<file path="config.mk">
export PLATFORM = sky130hd
export DESIGN_NAME = llt_queue
export DESIGN_NICKNAME = d
export VERILOG_FILES = /design/src/hw/rtl/llt_pkg.sv /design/src/hw/rtl/llt_queue.sv
export SDC_FILE = /design/constraint.sdc
export NUM_CORES = 1
export LEC_CHECK = 0
export BUFFER_PORTS_ARGS = -buffer_cell sky130_fd_sc_hd__buf_2
export CAP_MARGIN = 20
export CORE_ASPECT_RATIO = 1.75
export CORE_UTILIZATION = 30
export CTS_CLUSTER_SIZE = 25
export DETAILED_ROUTE_END_ITERATION = 16
export PLACE_DENSITY = 0.52
export REMOVE_ABC_BUFFERS = 1
export SLEW_MARGIN = 20
export SYNTH_ARGS = -nofsm -noshare
export SYNTH_HDL_FRONTEND = slang
export SYNTH_SLANG_ARGS = --single-unit
</file>
<file path="constraint.sdc">
create_clock -name clk -period 9.18 [get_ports clk]
set_input_delay 1.836 -clock clk [delete_from_list [all_inputs] [get_ports clk]]
set_output_delay 1.836 -clock clk [all_outputs]
set_load 0.005 [all_outputs]
</file>
<file path="src/hw/rtl/llt_pkg.sv">
package llt_pkg;

    localparam int LAT_W  = 24;
    localparam int LON_W  = 25;
    localparam int ZOOM_W = 5;
    localparam int XY_W   = 39;
    localparam int SH_W   = 6;
    localparam int PROD_W = 56;
    localparam int XM_W   = 51;
    localparam int Q_W    = 20;
    localparam int R_W    = 6;
    localparam int ANG_W  = 34;
    localparam int LOG_W  = 37;

    localparam logic [LAT_W-1:0]   LAT_LIMIT        = 24'd5573910;
    localparam logic [LON_W-1:0]   LON_HALF         = 25'd11796480;
    localparam logic [31:0]        ALPHA_SCALE      = 32'd2398762259;
    localparam logic [25:0]        DIV45_RECIP      = 26'd47721859;
    localparam int                 LON_DIV          = 45;
    localparam logic [ANG_W-1:0]   QUARTER_PI_Q30   = 34'd843314857;
    localparam logic [28:0]        LN2_OVER_2PI_Q32 = 29'd473811343;
    localparam logic [35:0]        L_MAG_LIMIT      = 36'h8_0000_0000;

    localparam logic [29:0] ATAN_Q30 [32] = '{
        30'h3243F6A8, 30'h1DAC6705, 30'h0FADBAFC, 30'h07F56EA6, 30'h03FEAB76,
        30'h01FFD55B, 30'h00FFFAAA, 30'h007FFF55, 30'h003FFFEA, 30'h001FFFFD,
        30'h000FFFFF, 30'h0007FFFF, 30'h0003FFFF, 30'h0001FFFF, 30'h0000FFFF,
        30'h00007FFF, 30'h00003FFF, 30'h00001FFF, 30'h00000FFF, 30'h000007FF,
        30'h000003FF, 30'h000001FF, 30'h000000FF, 30'h0000007F, 30'h0000003F,
        30'h0000001F, 30'h0000000F, 30'h00000007, 30'h00000003, 30'h00000001,
        30'h00000000, 30'h00000000
    };

    typedef struct packed {
        logic [PROD_W-1:0] alpha_prod;
        logic [XM_W-1:0]   lon_prod;
        logic [LON_W-1:0]  lon_u;
        logic              lat_neg;
        logic              clamp;
        logic              north;
        logic [SH_W-1:0]   sh;
    } llt_item_t;

    typedef struct packed {
        logic            clamp;
        logic            north;
        logic [SH_W-1:0] sh;
        logic [XY_W-1:0] tx;
    } llt_side_t;

    // floor(r * 2^k / 45), bit by bit long division on constants
    function automatic logic [63:0] div45_frac(input int r, input int k);
        logic [63:0] res;
        int          rem;
        res = '0;
        rem = r;
        for (int i = 0; i < 64; i++)
        begin
            if (i < k)
            begin
                rem = rem * 2;
                res = {res[62:0], 1'b0};
                if (rem >= LON_DIV)
                begin
                    res[0] = 1'b1;
                    rem    = rem - LON_DIV;
                end
            end
        end
        return res;
    endfunction

endpackage

</file>
<file path="src/hw/rtl/llt_queue.sv">
module llt_queue (
    input  logic               clk,
    input  logic               rst_n,
    input  logic               push,
    input  llt_pkg::llt_item_t push_item,
    output logic               full,
    output logic               pop_valid,
    output llt_pkg::llt_item_t pop_item
);

    llt_pkg::llt_item_t mem_reg [2];
    logic               wr_ptr_reg, wr_ptr_next;
    logic               rd_ptr_reg, rd_ptr_next;
    logic [1:0]         count_reg, count_next;
    logic               pop;

    // back end never stalls, so the head leaves whenever present
    assign pop       = count_reg != 2'd0;
    assign full      = count_reg == 2'd2;
    assign pop_valid = pop;
    assign pop_item  = mem_reg[rd_ptr_reg];

    always_comb
    begin
        wr_ptr_next = push ? !wr_ptr_reg : wr_ptr_reg;
        rd_ptr_next = pop ? !rd_ptr_reg : rd_ptr_reg;
        count_next  = count_reg + 2'(push) - 2'(pop);
    end

    always_ff @(posedge clk or negedge rst_n)
    begin
        if (!rst_n)
        begin
            wr_ptr_reg <= 1'b0;
            rd_ptr_reg <= 1'b0;
            count_reg  <= 2'd0;
        end
        else
        begin
            wr_ptr_reg <= wr_ptr_next;
            rd_ptr_reg <= rd_ptr_next;
            count_reg  <= count_next;
        end
    end

    always_ff @(posedge clk)
    begin
        if (push)
            mem_reg[wr_ptr_reg] <= push_item;
    end

endmodule

</file>
==> impl_metrics.csv <==
group,metric,value,unit
clock_network,ctsResizeCount,0,
floorplan,dieWidth,145,um
placed_design,gp_congestion,0.708,
pwr,peakVddDrop,158,uV
floorplan,start_util,30.3,%
floorplan,num_io_pins,287,
min_path,min_path_type,"reg -> reg",
clock_network,numCtsBuffers,27,
synth,synth_warnings,0,
setup_path,critPathMaxFanout,55,
sta,slew_viol_final,0,
clock_network,cts-root-buf,"clkbuf_16",
layout,syn_to_final_growth,26.4,%
route,firstDrtPassIters,4,
sta,fin_skew,19.6,ps
floorplan,die_h,252,um
clock_network,cts_tree,"done",
placed_design,dpl.hpwl,15.3,mm
floorplan,die-area,36400,um^2
setup_path,worstSetupPathType,"reg -> out",
global_route,grt_pass1_wl,32.4,mm
layout,nets,903,
sta,rsz0062_at_grt,"false",
route,vias,5279,
route,drt_first_iter_violations,224,
clock_network,worst_skew_pair.late_latency,550,ps
synth,synth_cell_types,13,
placed_design,place_inst,1193,
clock_network,post-cts-setup-buffers,0,
setup_path,ff2ff_path_depth,3,
clock_network,clk_pin_slew,70,ps
synth,syn_inst,453,
pwr,power_density,298,nW/um^2
setup_path,endpoint_kind,"primary output",
placed_design,placed_cell_area,12600,um^2
synth,syn_avg_cell_area,23.6,um^2
layout,drive_gt1_share,61.1,%
clock_network,cts-htree-levels,1,
route,vias_per_cell,4.23,
route,wire_per_inst,18.3,um
sta,fmax,0.210,GHz
status,status,"completed",
layout,seq_area,8570,um^2
synth,syn_area,10700,um^2
global_route,grt_overflow,0,
sta,max_slew.worst_pin.slew,970,ps
sta,finalSetupTns,0,ps
sta,min_period,4770,ps
clock_network,cts.sinks,286,
route,route.detailed.drc,0,
global_route,grt_max_degree,77,
sta,hold_viol_final,0,
global_route,grt_pass1_vias,5611,
layout,final_area,13500,um^2
layout,layout.cells.non_filler,1248,
clock_network,hold_buffers,0,
floorplan,core-area,35200,um^2
global_route,antenna_found_initial,12,
sta,finalCritPeriodShare,52.0,%
sta,timing.slew.headroom,35.4,%
placed_design,io_buffers,286,
route,wl,22.9,mm
setup_path,cp-start-kind,"flop",
setup_path,cp.arrival,2930,ps
flow_run,cap_viol_max_count,0,
synth,seq_area_frac_synth,80.3,%
global_route,track_usage,12.3,%
pwr,p_leak,5.22,nW
route,ant_nets,0,
synth,ys_seq_elements,286,
sta,setup_violations,0,
layout,multiInputGateArea,1970,um^2
floorplan,rows,91,
min_path,holdPathStages,1,
layout,fillCellCount,3301,
setup_path,required,7340,ps
layout,largest_reg_flops,282,
pwr,power,4.02,mW
clock_network,ctsLongestPathBuffers,3,
[cells in the mapped netlist (all sizes together)]
cell | instances | area [um^2]
xor2 | 2 | 17.5
nand2 | 1 | 3.75
buf | 16 | 143
or2 | 1 | 6.26
dfrtp | 4 | 100
and2 | 1 | 6.26
nor2b | 3 | 18.8
xnor2 | 1 | 8.76
mux2 | 141 | 1890
edfxtp | 282 | 8470
ha | 1 | 12.5
[power by group]
group	internal, mW	switching, mW
sequential	1.73	0.0995
combinational	0.585	0.513
clock	0.624	0.464
total	2.94	1.08
[cell families after synthesis]
group	count (synthesis)	share of synthesized area, %
xor gates and xnor gates	3	0.246
muxes	141	17.7
buffers and inverters	16	1.34
and+or+nand+nor	6	0.328
DFF	286	80.3
adders and majority gates	1	0.117
[metal layers]
layer,up-vias,GRT usage [%],routed length (um)
li1,2419,-,-
met4,12,6.92,958
met2,177,23.9,13200
met5,-,0,88
met1,2614,11.0,7230
met3,57,3.06,1410
[cell usage in the layout, fill, tap and decap left out]
| cell type | Yosys | routed |
|---|---|---|
| buf_2 | 6 | 286 |
| nor2b_1 | 3 | 2 |
| and2_4 | 0 | 1 |
| dfrtp_1 | 4 | 3 |
| clkinv_1 | 0 | 4 |
| buf_16 | 0 | 1 |
| clkbuf_1 | 0 | 6 |
| inv_6 | 0 | 1 |
| clkinv_2 | 0 | 6 |
| edfxtp_1 | 282 | 282 |
| nor2b_4 | 0 | 1 |
| dfrtp_4 | 0 | 1 |
| bufinv_16 | 0 | 3 |
| nand2_1 | 1 | 1 |
| mux2_4 | 80 | 80 |
| or2_2 | 1 | 1 |
| buf_4 | 0 | 5 |
| ha_1 | 1 | 1 |
| mux2_2 | 61 | 61 |
| clkinv_4 | 0 | 1 |
| xor2_1 | 2 | 2 |
| clkbuf_16 | 0 | 27 |
| xnor2_1 | 1 | 1 |
| diode_2 | 0 | 6 |
[worst max-delay path: stages (launching register included)]
cell	delay, ps
dfrtp_4	920
buf_4	870
mux2_2	430
buf_2	130
[area by class of cell]
type                       count  area share, %
antenna                        6          0.111
clock buffer                  33           5.18
clock inverter                15           1.13
multi-input combinational    151           14.6
sequential                   286           63.6
tap                          465           4.31
timing repair buffer         292           11.1
[metrics by stage]
| step | worst slack [ps] | util, % | hold WS [ps] |
|---|---|---|---|
| 4_1_cts | 4310 | 38.2 | 561 |
| 2_1_floorplan | 580 | - | 455 |
| 3_5_place_dp | 4910 | 35.8 | 561 |
| 5_1_grt | 4250 | 38.3 | 580 |
| 3_3_place_gp | 4900 | 35.8 | 548 |
| 6_report | 4410 | 38.3 | 563 |
[path summary, 6_finish.rpt]
path,start,endpoint,slack (ps)
setup reg to reg,wr_ptr_reg,mem_reg[1][54],6680
min in group asynchronous,rst_n,count_reg[1],1080
hold reg to reg,wr_ptr_reg,wr_ptr_reg,560
hold / removal,wr_ptr_reg,wr_ptr_reg,560
max in group asynchronous,rst_n,count_reg[0],7960
setup / recovery,rd_ptr_reg,pop_item[12],4410
No activity file was read; power rests on OpenSTA's default activity.
