File: src/hw/rtl/llt_pkg.sv
package llt_pkg;

    localparam int LAT_W  = 24;
    localparam int LON_W  = 25;
    localparam int ZOOM_W = 5;
    localparam int XY_W   = 39;
    localparam int SH_W   = 6;
    localparam int PROD_W = 56;
    localparam int XM_W   = 51;
    localparam int Q_W    = 20;
    localparam int R_W    = 6;
    localparam int ANG_W  = 34;
    localparam int LOG_W  = 37;

    localparam logic [LAT_W-1:0]   LAT_LIMIT        = 24'd5573910;
    localparam logic [LON_W-1:0]   LON_HALF         = 25'd11796480;
    localparam logic [31:0]        ALPHA_SCALE      = 32'd2398762259;
    localparam logic [25:0]        DIV45_RECIP      = 26'd47721859;
    localparam int                 LON_DIV          = 45;
    localparam logic [ANG_W-1:0]   QUARTER_PI_Q30   = 34'd843314857;
    localparam logic [28:0]        LN2_OVER_2PI_Q32 = 29'd473811343;
    localparam logic [35:0]        L_MAG_LIMIT      = 36'h8_0000_0000;

    localparam logic [29:0] ATAN_Q30 [32] = '{
        30'h3243F6A8, 30'h1DAC6705, 30'h0FADBAFC, 30'h07F56EA6, 30'h03FEAB76,
        30'h01FFD55B, 30'h00FFFAAA, 30'h007FFF55, 30'h003FFFEA, 30'h001FFFFD,
        30'h000FFFFF, 30'h0007FFFF, 30'h0003FFFF, 30'h0001FFFF, 30'h0000FFFF,
        30'h00007FFF, 30'h00003FFF, 30'h00001FFF, 30'h00000FFF, 30'h000007FF,
        30'h000003FF, 30'h000001FF, 30'h000000FF, 30'h0000007F, 30'h0000003F,
        30'h0000001F, 30'h0000000F, 30'h00000007, 30'h00000003, 30'h00000001,
        30'h00000000, 30'h00000000
    };

    typedef struct packed {
        logic [PROD_W-1:0] alpha_prod;
        logic [XM_W-1:0]   lon_prod;
        logic [LON_W-1:0]  lon_u;
        logic              lat_neg;
        logic              clamp;
        logic              north;
        logic [SH_W-1:0]   sh;
    } llt_item_t;

    typedef struct packed {
        logic            clamp;
        logic            north;
        logic [SH_W-1:0] sh;
        logic [XY_W-1:0] tx;
    } llt_side_t;

    // floor(r * 2^k / 45), bit by bit long division on constants
    function automatic logic [63:0] div45_frac(input int r, input int k);
        logic [63:0] res;
        int          rem;
        res = '0;
        rem = r;
        for (int i = 0; i < 64; i++)
        begin
            if (i < k)
            begin
                rem = rem * 2;
                res = {res[62:0], 1'b0};
                if (rem >= LON_DIV)
                begin
                    res[0] = 1'b1;
                    rem    = rem - LON_DIV;
                end
            end
        end
        return res;
    endfunction

endpackage

File: src/hw/rtl/llt_front.sv
module llt_front #(
    parameter int FRAC_BITS = 16,
    parameter int MAX_ZOOM  = 22
) (
    input  logic signed [llt_pkg::LAT_W-1:0]  latitude,
    input  logic signed [llt_pkg::LON_W-1:0]  longitude,
    input  logic [llt_pkg::ZOOM_W-1:0]        zoom,
    output llt_pkg::llt_item_t                item
);

    logic [llt_pkg::LAT_W-1:0]        lat_mag;
    logic                             lat_neg;
    logic signed [llt_pkg::LON_W-1:0] lon_sat;
    logic [llt_pkg::LON_W-1:0]        lon_u;
    logic [llt_pkg::ZOOM_W-1:0]       zoom_eff;

    always_comb
    begin
        lat_neg = latitude[llt_pkg::LAT_W-1];
        lat_mag = lat_neg ? llt_pkg::LAT_W'(-latitude) : llt_pkg::LAT_W'(latitude);

        // saturate longitude to +-180 degrees
        if (longitude > $signed(llt_pkg::LON_HALF))
            lon_sat = $signed(llt_pkg::LON_HALF);
        else if (longitude < -$signed(llt_pkg::LON_HALF))
            lon_sat = -$signed(llt_pkg::LON_HALF);
        else
            lon_sat = longitude;
        lon_u = llt_pkg::LON_W'(lon_sat + $signed(llt_pkg::LON_HALF));

        zoom_eff = (zoom > llt_pkg::ZOOM_W'(MAX_ZOOM)) ? llt_pkg::ZOOM_W'(MAX_ZOOM) : zoom;

        item.alpha_prod = llt_pkg::PROD_W'(lat_mag) * llt_pkg::PROD_W'(llt_pkg::ALPHA_SCALE);
        item.lon_prod   = llt_pkg::XM_W'(lon_u) * llt_pkg::XM_W'(llt_pkg::DIV45_RECIP);
        item.lon_u      = lon_u;
        item.lat_neg    = lat_neg;
        item.clamp      = lat_mag > llt_pkg::LAT_LIMIT;
        item.north      = !lat_neg;
        item.sh         = llt_pkg::SH_W'(zoom_eff) + llt_pkg::SH_W'(FRAC_BITS);
    end

endmodule

File: config.mk
export PLATFORM = sky130hd
export DESIGN_NAME = llt_front
export DESIGN_NICKNAME = d
export VERILOG_FILES = /design/src/hw/rtl/llt_pkg.sv /design/src/hw/rtl/llt_front.sv
export SDC_FILE = /design/constraint.sdc
export NUM_CORES = 1
export LEC_CHECK = 0
export ABC_AREA = 0
export BUFFER_PORTS_ARGS = -buffer_cell sky130_fd_sc_hd__buf_2
export CAP_MARGIN = 0
export CORE_ASPECT_RATIO = 0.9
export CORE_UTILIZATION = 50
export DETAILED_ROUTE_END_ITERATION = 16
export PLACE_DENSITY = 0.77
export RECOVER_POWER = 25
export SYNTH_ARGS = -nofsm -noshare
export SYNTH_HDL_FRONTEND = slang
export SYNTH_SLANG_ARGS = --single-unit
File: constraint.sdc
create_clock -name vclk -period 17.1
set_clock_uncertainty 0.1 [all_clocks]
set_input_delay 0.855 -clock vclk [all_inputs]
set_output_delay 0.855 -clock vclk [all_outputs]
set_load 0.02 [all_outputs]
==> summary.txt, run 1 <==
Clock tree
  – Number of setup buffers added after CTS: 0
  – CTS resizes: 0
  – # hold bufs at CTS: 0

GRT
  – Gr ovfl total: 0
  – Total track usage: between 20 and 30%
  – Initial antenna violation count: 0
  – Vias in the first global route: between 15000 and 20000
  – Largest net degree at the start of global routing: 26
  – First-pass GRT wire length: 107 mm

STA
  – Final period util: roughly two thirds
  – Final Hold Vio Count: 0
  – Tmin final: around 12000 ps
  – Unrepaired setup endpoints after global routing: false
  – Final setup vio count: 0
  – Worst-Margin Slew: 1170 ps
  – Post-route setup TNS: 0 ps
  – Relative max-transition margin: around 22%
  – Max Slew Vio Count: 0
  – Fmax: 0.0858 GHz

Final layout
  – Register area: 0 um2
  – Seq_cells: 0
  – Antenna cells: 0
  – Nets: between 3000 and 4000
  – Area growth, synth to finish: 7.07%
  – # clk buffers: 0
  – Layout cells sized above 1: approximately 7.5%

Route
  – Via count: roughly 18000
  – Drt total wl: around 66 mm
  – Drt via density: ~5.5
  – Antenna Nets Post-Route: 0
  – DR pass1 iterations: 5
  – Residual DRC count: 0
  – Post-DR wirelength/cell: roughly 20 um
  – Drt initial violations: approximately 1200

Run
  – Total of max-cap violations: 0

Floorplanning
  – Die X: 229 um
  – Ports: 195
  – FP Rows: 74
  – Die H: a little over 200 um
  – Initial Utilization: 51.0%
  – Core Area: between 40000 and 50000 um2
  – Die area: between 40000 and 50000 um2

Worst setup path
  – Critical path peak fanout: 10
  – Critical Path Slowest Stage Cell: nor3_1
  – Slowest cell delay on critical path: a little over 700 ps
  – Worst Setup Path Type: primary input to primary output
  – Startpoint Class: primary input
  – Critical Path RT: ~16000 ps
  – Crit path arrival time: 10700 ps
  – Element type at the critical path end: primary output

Synth
  – Avg Cell Area, Syn: 9.33 um2
  – Synth Instances: around 2500
  – Synth top area share: a little under two fifths
  – Post-synthesis cell type count: 67
  – Synth top cells by count: inv_1, ha_1, fa_1
  – Cell Area, Synth: about 23000 um2
  – Most frequent cell after synthesis: inv_1
  – Synth area leaders: fa_1, ha_1, inv_1, xnor2_1, a21oi_1
  – Post-synthesis sequential area ratio: 0%
  – Warnings, synthesis: 0
  – Syn nets: roughly 3500
  – Post-synth top area cell: fa_1

Hold path
  – Worst hold-check path type: primary input to primary output
  – Hold depth: 2

Place
  – Placer Congestion: approximately 1.1
  – Port bufs: 195
  – Detail Placement HPWL: about 61 mm

Status
  – Outcome: finished, final reports clean
worst paths after layout:
kind	start	to	slack, ps
setup / recovery	longitude[1]	item[81]	5440
hold / removal	zoom[4]	item[5]	1900
critical path, delay by kind of cell:
| kind | cells | cell delay, ps |
|---|---|---|
| buffers and inverters | 8 | 890 |
| AO/OA/AOI/OAI | 10 | 2820 |
| AND/OR/NAND/NOR | 4 | 1690 |
| adder cells (fa/ha/maj) | 9 | 4320 |
| XOR/XNOR | 1 | 150 |
routing by layer:
| metal | wire length (um) | global-route usage [%] | part of all wire (%) | vias up |
|---|---|---|---|---|
| met5 | 0 | 0 | 0 | - |
| met4 | 2310 | 8.67 | 3.5 | 0 |
| met3 | 4960 | 4.65 | 7.5 | 118 |
| met2 | 31500 | 49.7 | 47 | 718 |
| met1 | 27500 | 38.5 | 42 | 8819 |
| li1 | - | - | - | 8276 |
cells in the final DEF (no fill, tap or decap), types with 34 or more instances in the layout:
| master | Yosys | routed |
|---|---|---|
| xor2_1 | 39 | 39 |
| a21o_1 | 52 | 52 |
| clkbuf_1 | 36 | 34 |
| fa_1 | 445 | 445 |
| o21ai_0 | 55 | 55 |
| inv_1 | 690 | 690 |
| nand2_1 | 103 | 103 |
| nor2_1 | 54 | 54 |
| a21oi_1 | 109 | 109 |
| ha_1 | 529 | 529 |
| buf_2 | 0 | 162 |
| xnor2_1 | 79 | 79 |
layout make-up:
| cell class | count | area [um2] |
|---|---|---|
| fill | 4208 | 20700 |
| inverter | 690 | 2590 |
| multi-input combinational | 1758 | 20500 |
| tap | 608 | 761 |
| timing repair buffer | 209 | 1040 |
logic make-up after synthesis:
| family | share of synthesized area [%] |
|---|---|
| mux | 0.0862 |
| simple gates | 6.57 |
| fa+ha+maj | 66.9 |
| xor+xnor | 4.52 |
| compound gates | 10.1 |
| buf+inv | 11.9 |
stage by stage:
stage / cells / util [%] / hold slack, ps / instance area [um2] / worst slack (ps)
4_1_cts: 3265 / 54.7 / 1890 / 24900 / 5700
2_1_floorplan: 2488 / - / 1690 / 23200 / 6430
3_3_place_gp: 3265 / 54.7 / 1880 / 24900 / 5990
6_report: 3265 / 54.6 / 1900 / 24900 / 5440
3_5_place_dp: 3265 / 54.7 / 1890 / 24900 / 5770
5_1_grt: 3265 / 54.6 / 1910 / 24900 / 4920
Power of run 1 is left out: the tool's default activity adds up to more than one toggle a clock period on the data nets, which glitch-free logic cannot reach.
==> run 2, diff against run 1 <==
- PLACE_DENSITY: 0.77 -> 0.79
- clock period: 17.1 -> 9.65 ns (I/O delays scaled with it)
==> run 2 against run 1 <==
- design area increased by 1.4%
- via count grew 1.5%
- core utilization is 0.79 points higher
- worst setup slack worse by 5100 ps
- clock-buffer cell count unchanged
- global-route usage down 0.87 points
- hold slack got worse by 750 ps
- cell count rose by 0.70%
- non-clock buffer count grew 23
- die area stayed put
- critical path depth is the same
- critical path type unchanged
==> summary.txt, run 2 (same netlist as run 1, synthesis figures left out) <==
Route
  – Via count: about 18000
  – Drt total wl: 66.7 mm
  – Antenna Nets Post-Route: 0
  – Drt via density: 5.53
  – Residual DRC count: 0
  – Drt initial violations: between 1000 and 1500
  – Post-DR wirelength/cell: 20.3 um
  – Highest routed layer: met4
  – Met3 wire length: about 6.4 mm
  – DRT met1 WL: 29.4 mm
  – Met2 routed WL: 30.1 mm
  – DR pass1 iterations: 6

Floorplanning
  – Die H: 206 um
  – Initial Utilization: 51.0%
  – Core Area: 45600 um2
  – Die area: approximately 47000 um2
  – FP Rows: 74
  – Die X: 229 um
  – Ports: ~200

Final layout
  – Nets: roughly 3700
  – Antenna cells: 0
  – Most frequent cells in the layout: inv_1, ha_1, fa_1
  – Seq_cells: 0
  – Area growth, synth to finish: 8.61%
  – Layout cells sized above 1: 10.3%
  – # clk buffers: 0
  – Core Util, Final: 55.3%
  – Most common cell after layout, fill and taps aside: inv_1
  – Fill cells: 4098
  – Area taken by multi-input logic gates: roughly 21000 um2
  – Register area: 0 um2

Place
  – Port bufs: 195
  – Detail Placement HPWL: between 60 and 70 mm
  – Placer Congestion: approximately 1.0

Worst setup path
  – Startpoint Class: primary input
  – Critical Path Slowest Stage Cell: fa_1
  – Crit path arrival time: between 8000 and 9000 ps
  – CP most frequent cell: fa_1
  – Buf/Inv on CP: 9
  – Critical path peak fanout: 9
  – Slowest cell delay on critical path: 570 ps
  – Crit path from: latitude[0]
  – Critical Path RT: between 9000 and 10000 ps
  – CP delay by family, top: adder cells
  – Worst Setup Path Type: primary input to primary output
  – Element type at the critical path end: primary output

STA
  – Final period util: ~97%
  – Max Slew Vio Count: 0
  – Fmax: 0.107 GHz
  – Tmin final: between 9000 and 10000 ps
  – Final Hold Vio Count: 0
  – Relative max-transition margin: 35.1%
  – Final setup vio count: 0
  – Worst-Margin Slew: between 900 and 1000 ps
  – Hold slack: between 1000 and 1500 ps
  – Unrepaired setup endpoints after global routing: true

GRT
  – Gr ovfl total: 0
  – Initial antenna violation count: 0
  – Total track usage: roughly 28%
  – Vias in the first global route: between 15000 and 20000
  – First-pass GRT wire length: between 100 and 150 mm
  – Largest net degree at the start of global routing: 26

Hold path
  – Worst min-delay path startpoint: zoom[4]
  – Worst hold-check path type: primary input to primary output

Run
  – Total of max-cap violations: 0

Status
  – Outcome: finished, final reports clean
-- run 2: cell types whose count changed in the layout (fill, tap and decap cells not counted), moves of 3 or more --
cell      change
buf_2        +28
buf_4        +24
clkbuf_1     -29
ha_1          -4
ha_2          +3
o21ai_2       +3
-- run 2: metrics by stage --
step | area (um2) | TNS [ps] | std cells | worst slack, ps
6_report | 25200 | 0 | 3288 | 317
5_1_grt | 25200 | -488 | 3288 | -82.0
4_1_cts | 25100 | 0 | 3285 | 67.3
3_5_place_dp | 25100 | -214 | 3285 | -123
3_3_place_gp | 25100 | -201 | 3285 | -114
2_1_floorplan | 23200 | 0 | 2488 | 38.7
-- run 2: per-layer routing --
metal	vias to the layer above	GRT usage (%)
li1	8332	-
met1	9079	39.8
met2	733	45.2
met3	48	7.53
met4	0	3.55
met5	-	0
-- run 2: final cells by class --
type	count	area share, %
Inverter	690	10.3
Multi-Input combinational cell	1758	81.7
Tap cell	608	3.02
Timing Repair Buffer	232	4.95
-- run 2: repair_timing --
action,4_1_cts,5_1_grt
resized for setup,1,28
hold buffers,0,0
setup endpoints to repair,3,27
buffers inserted,0,3
endpoints found under the hold margin,0,0
pin swaps,0,5
-- run 2: final timing paths --
kind,to,slack [ps],depth (start not counted)
max,item[139],320,32
min,item[5],1150,2
Power of run 2 is left out for the same reason.
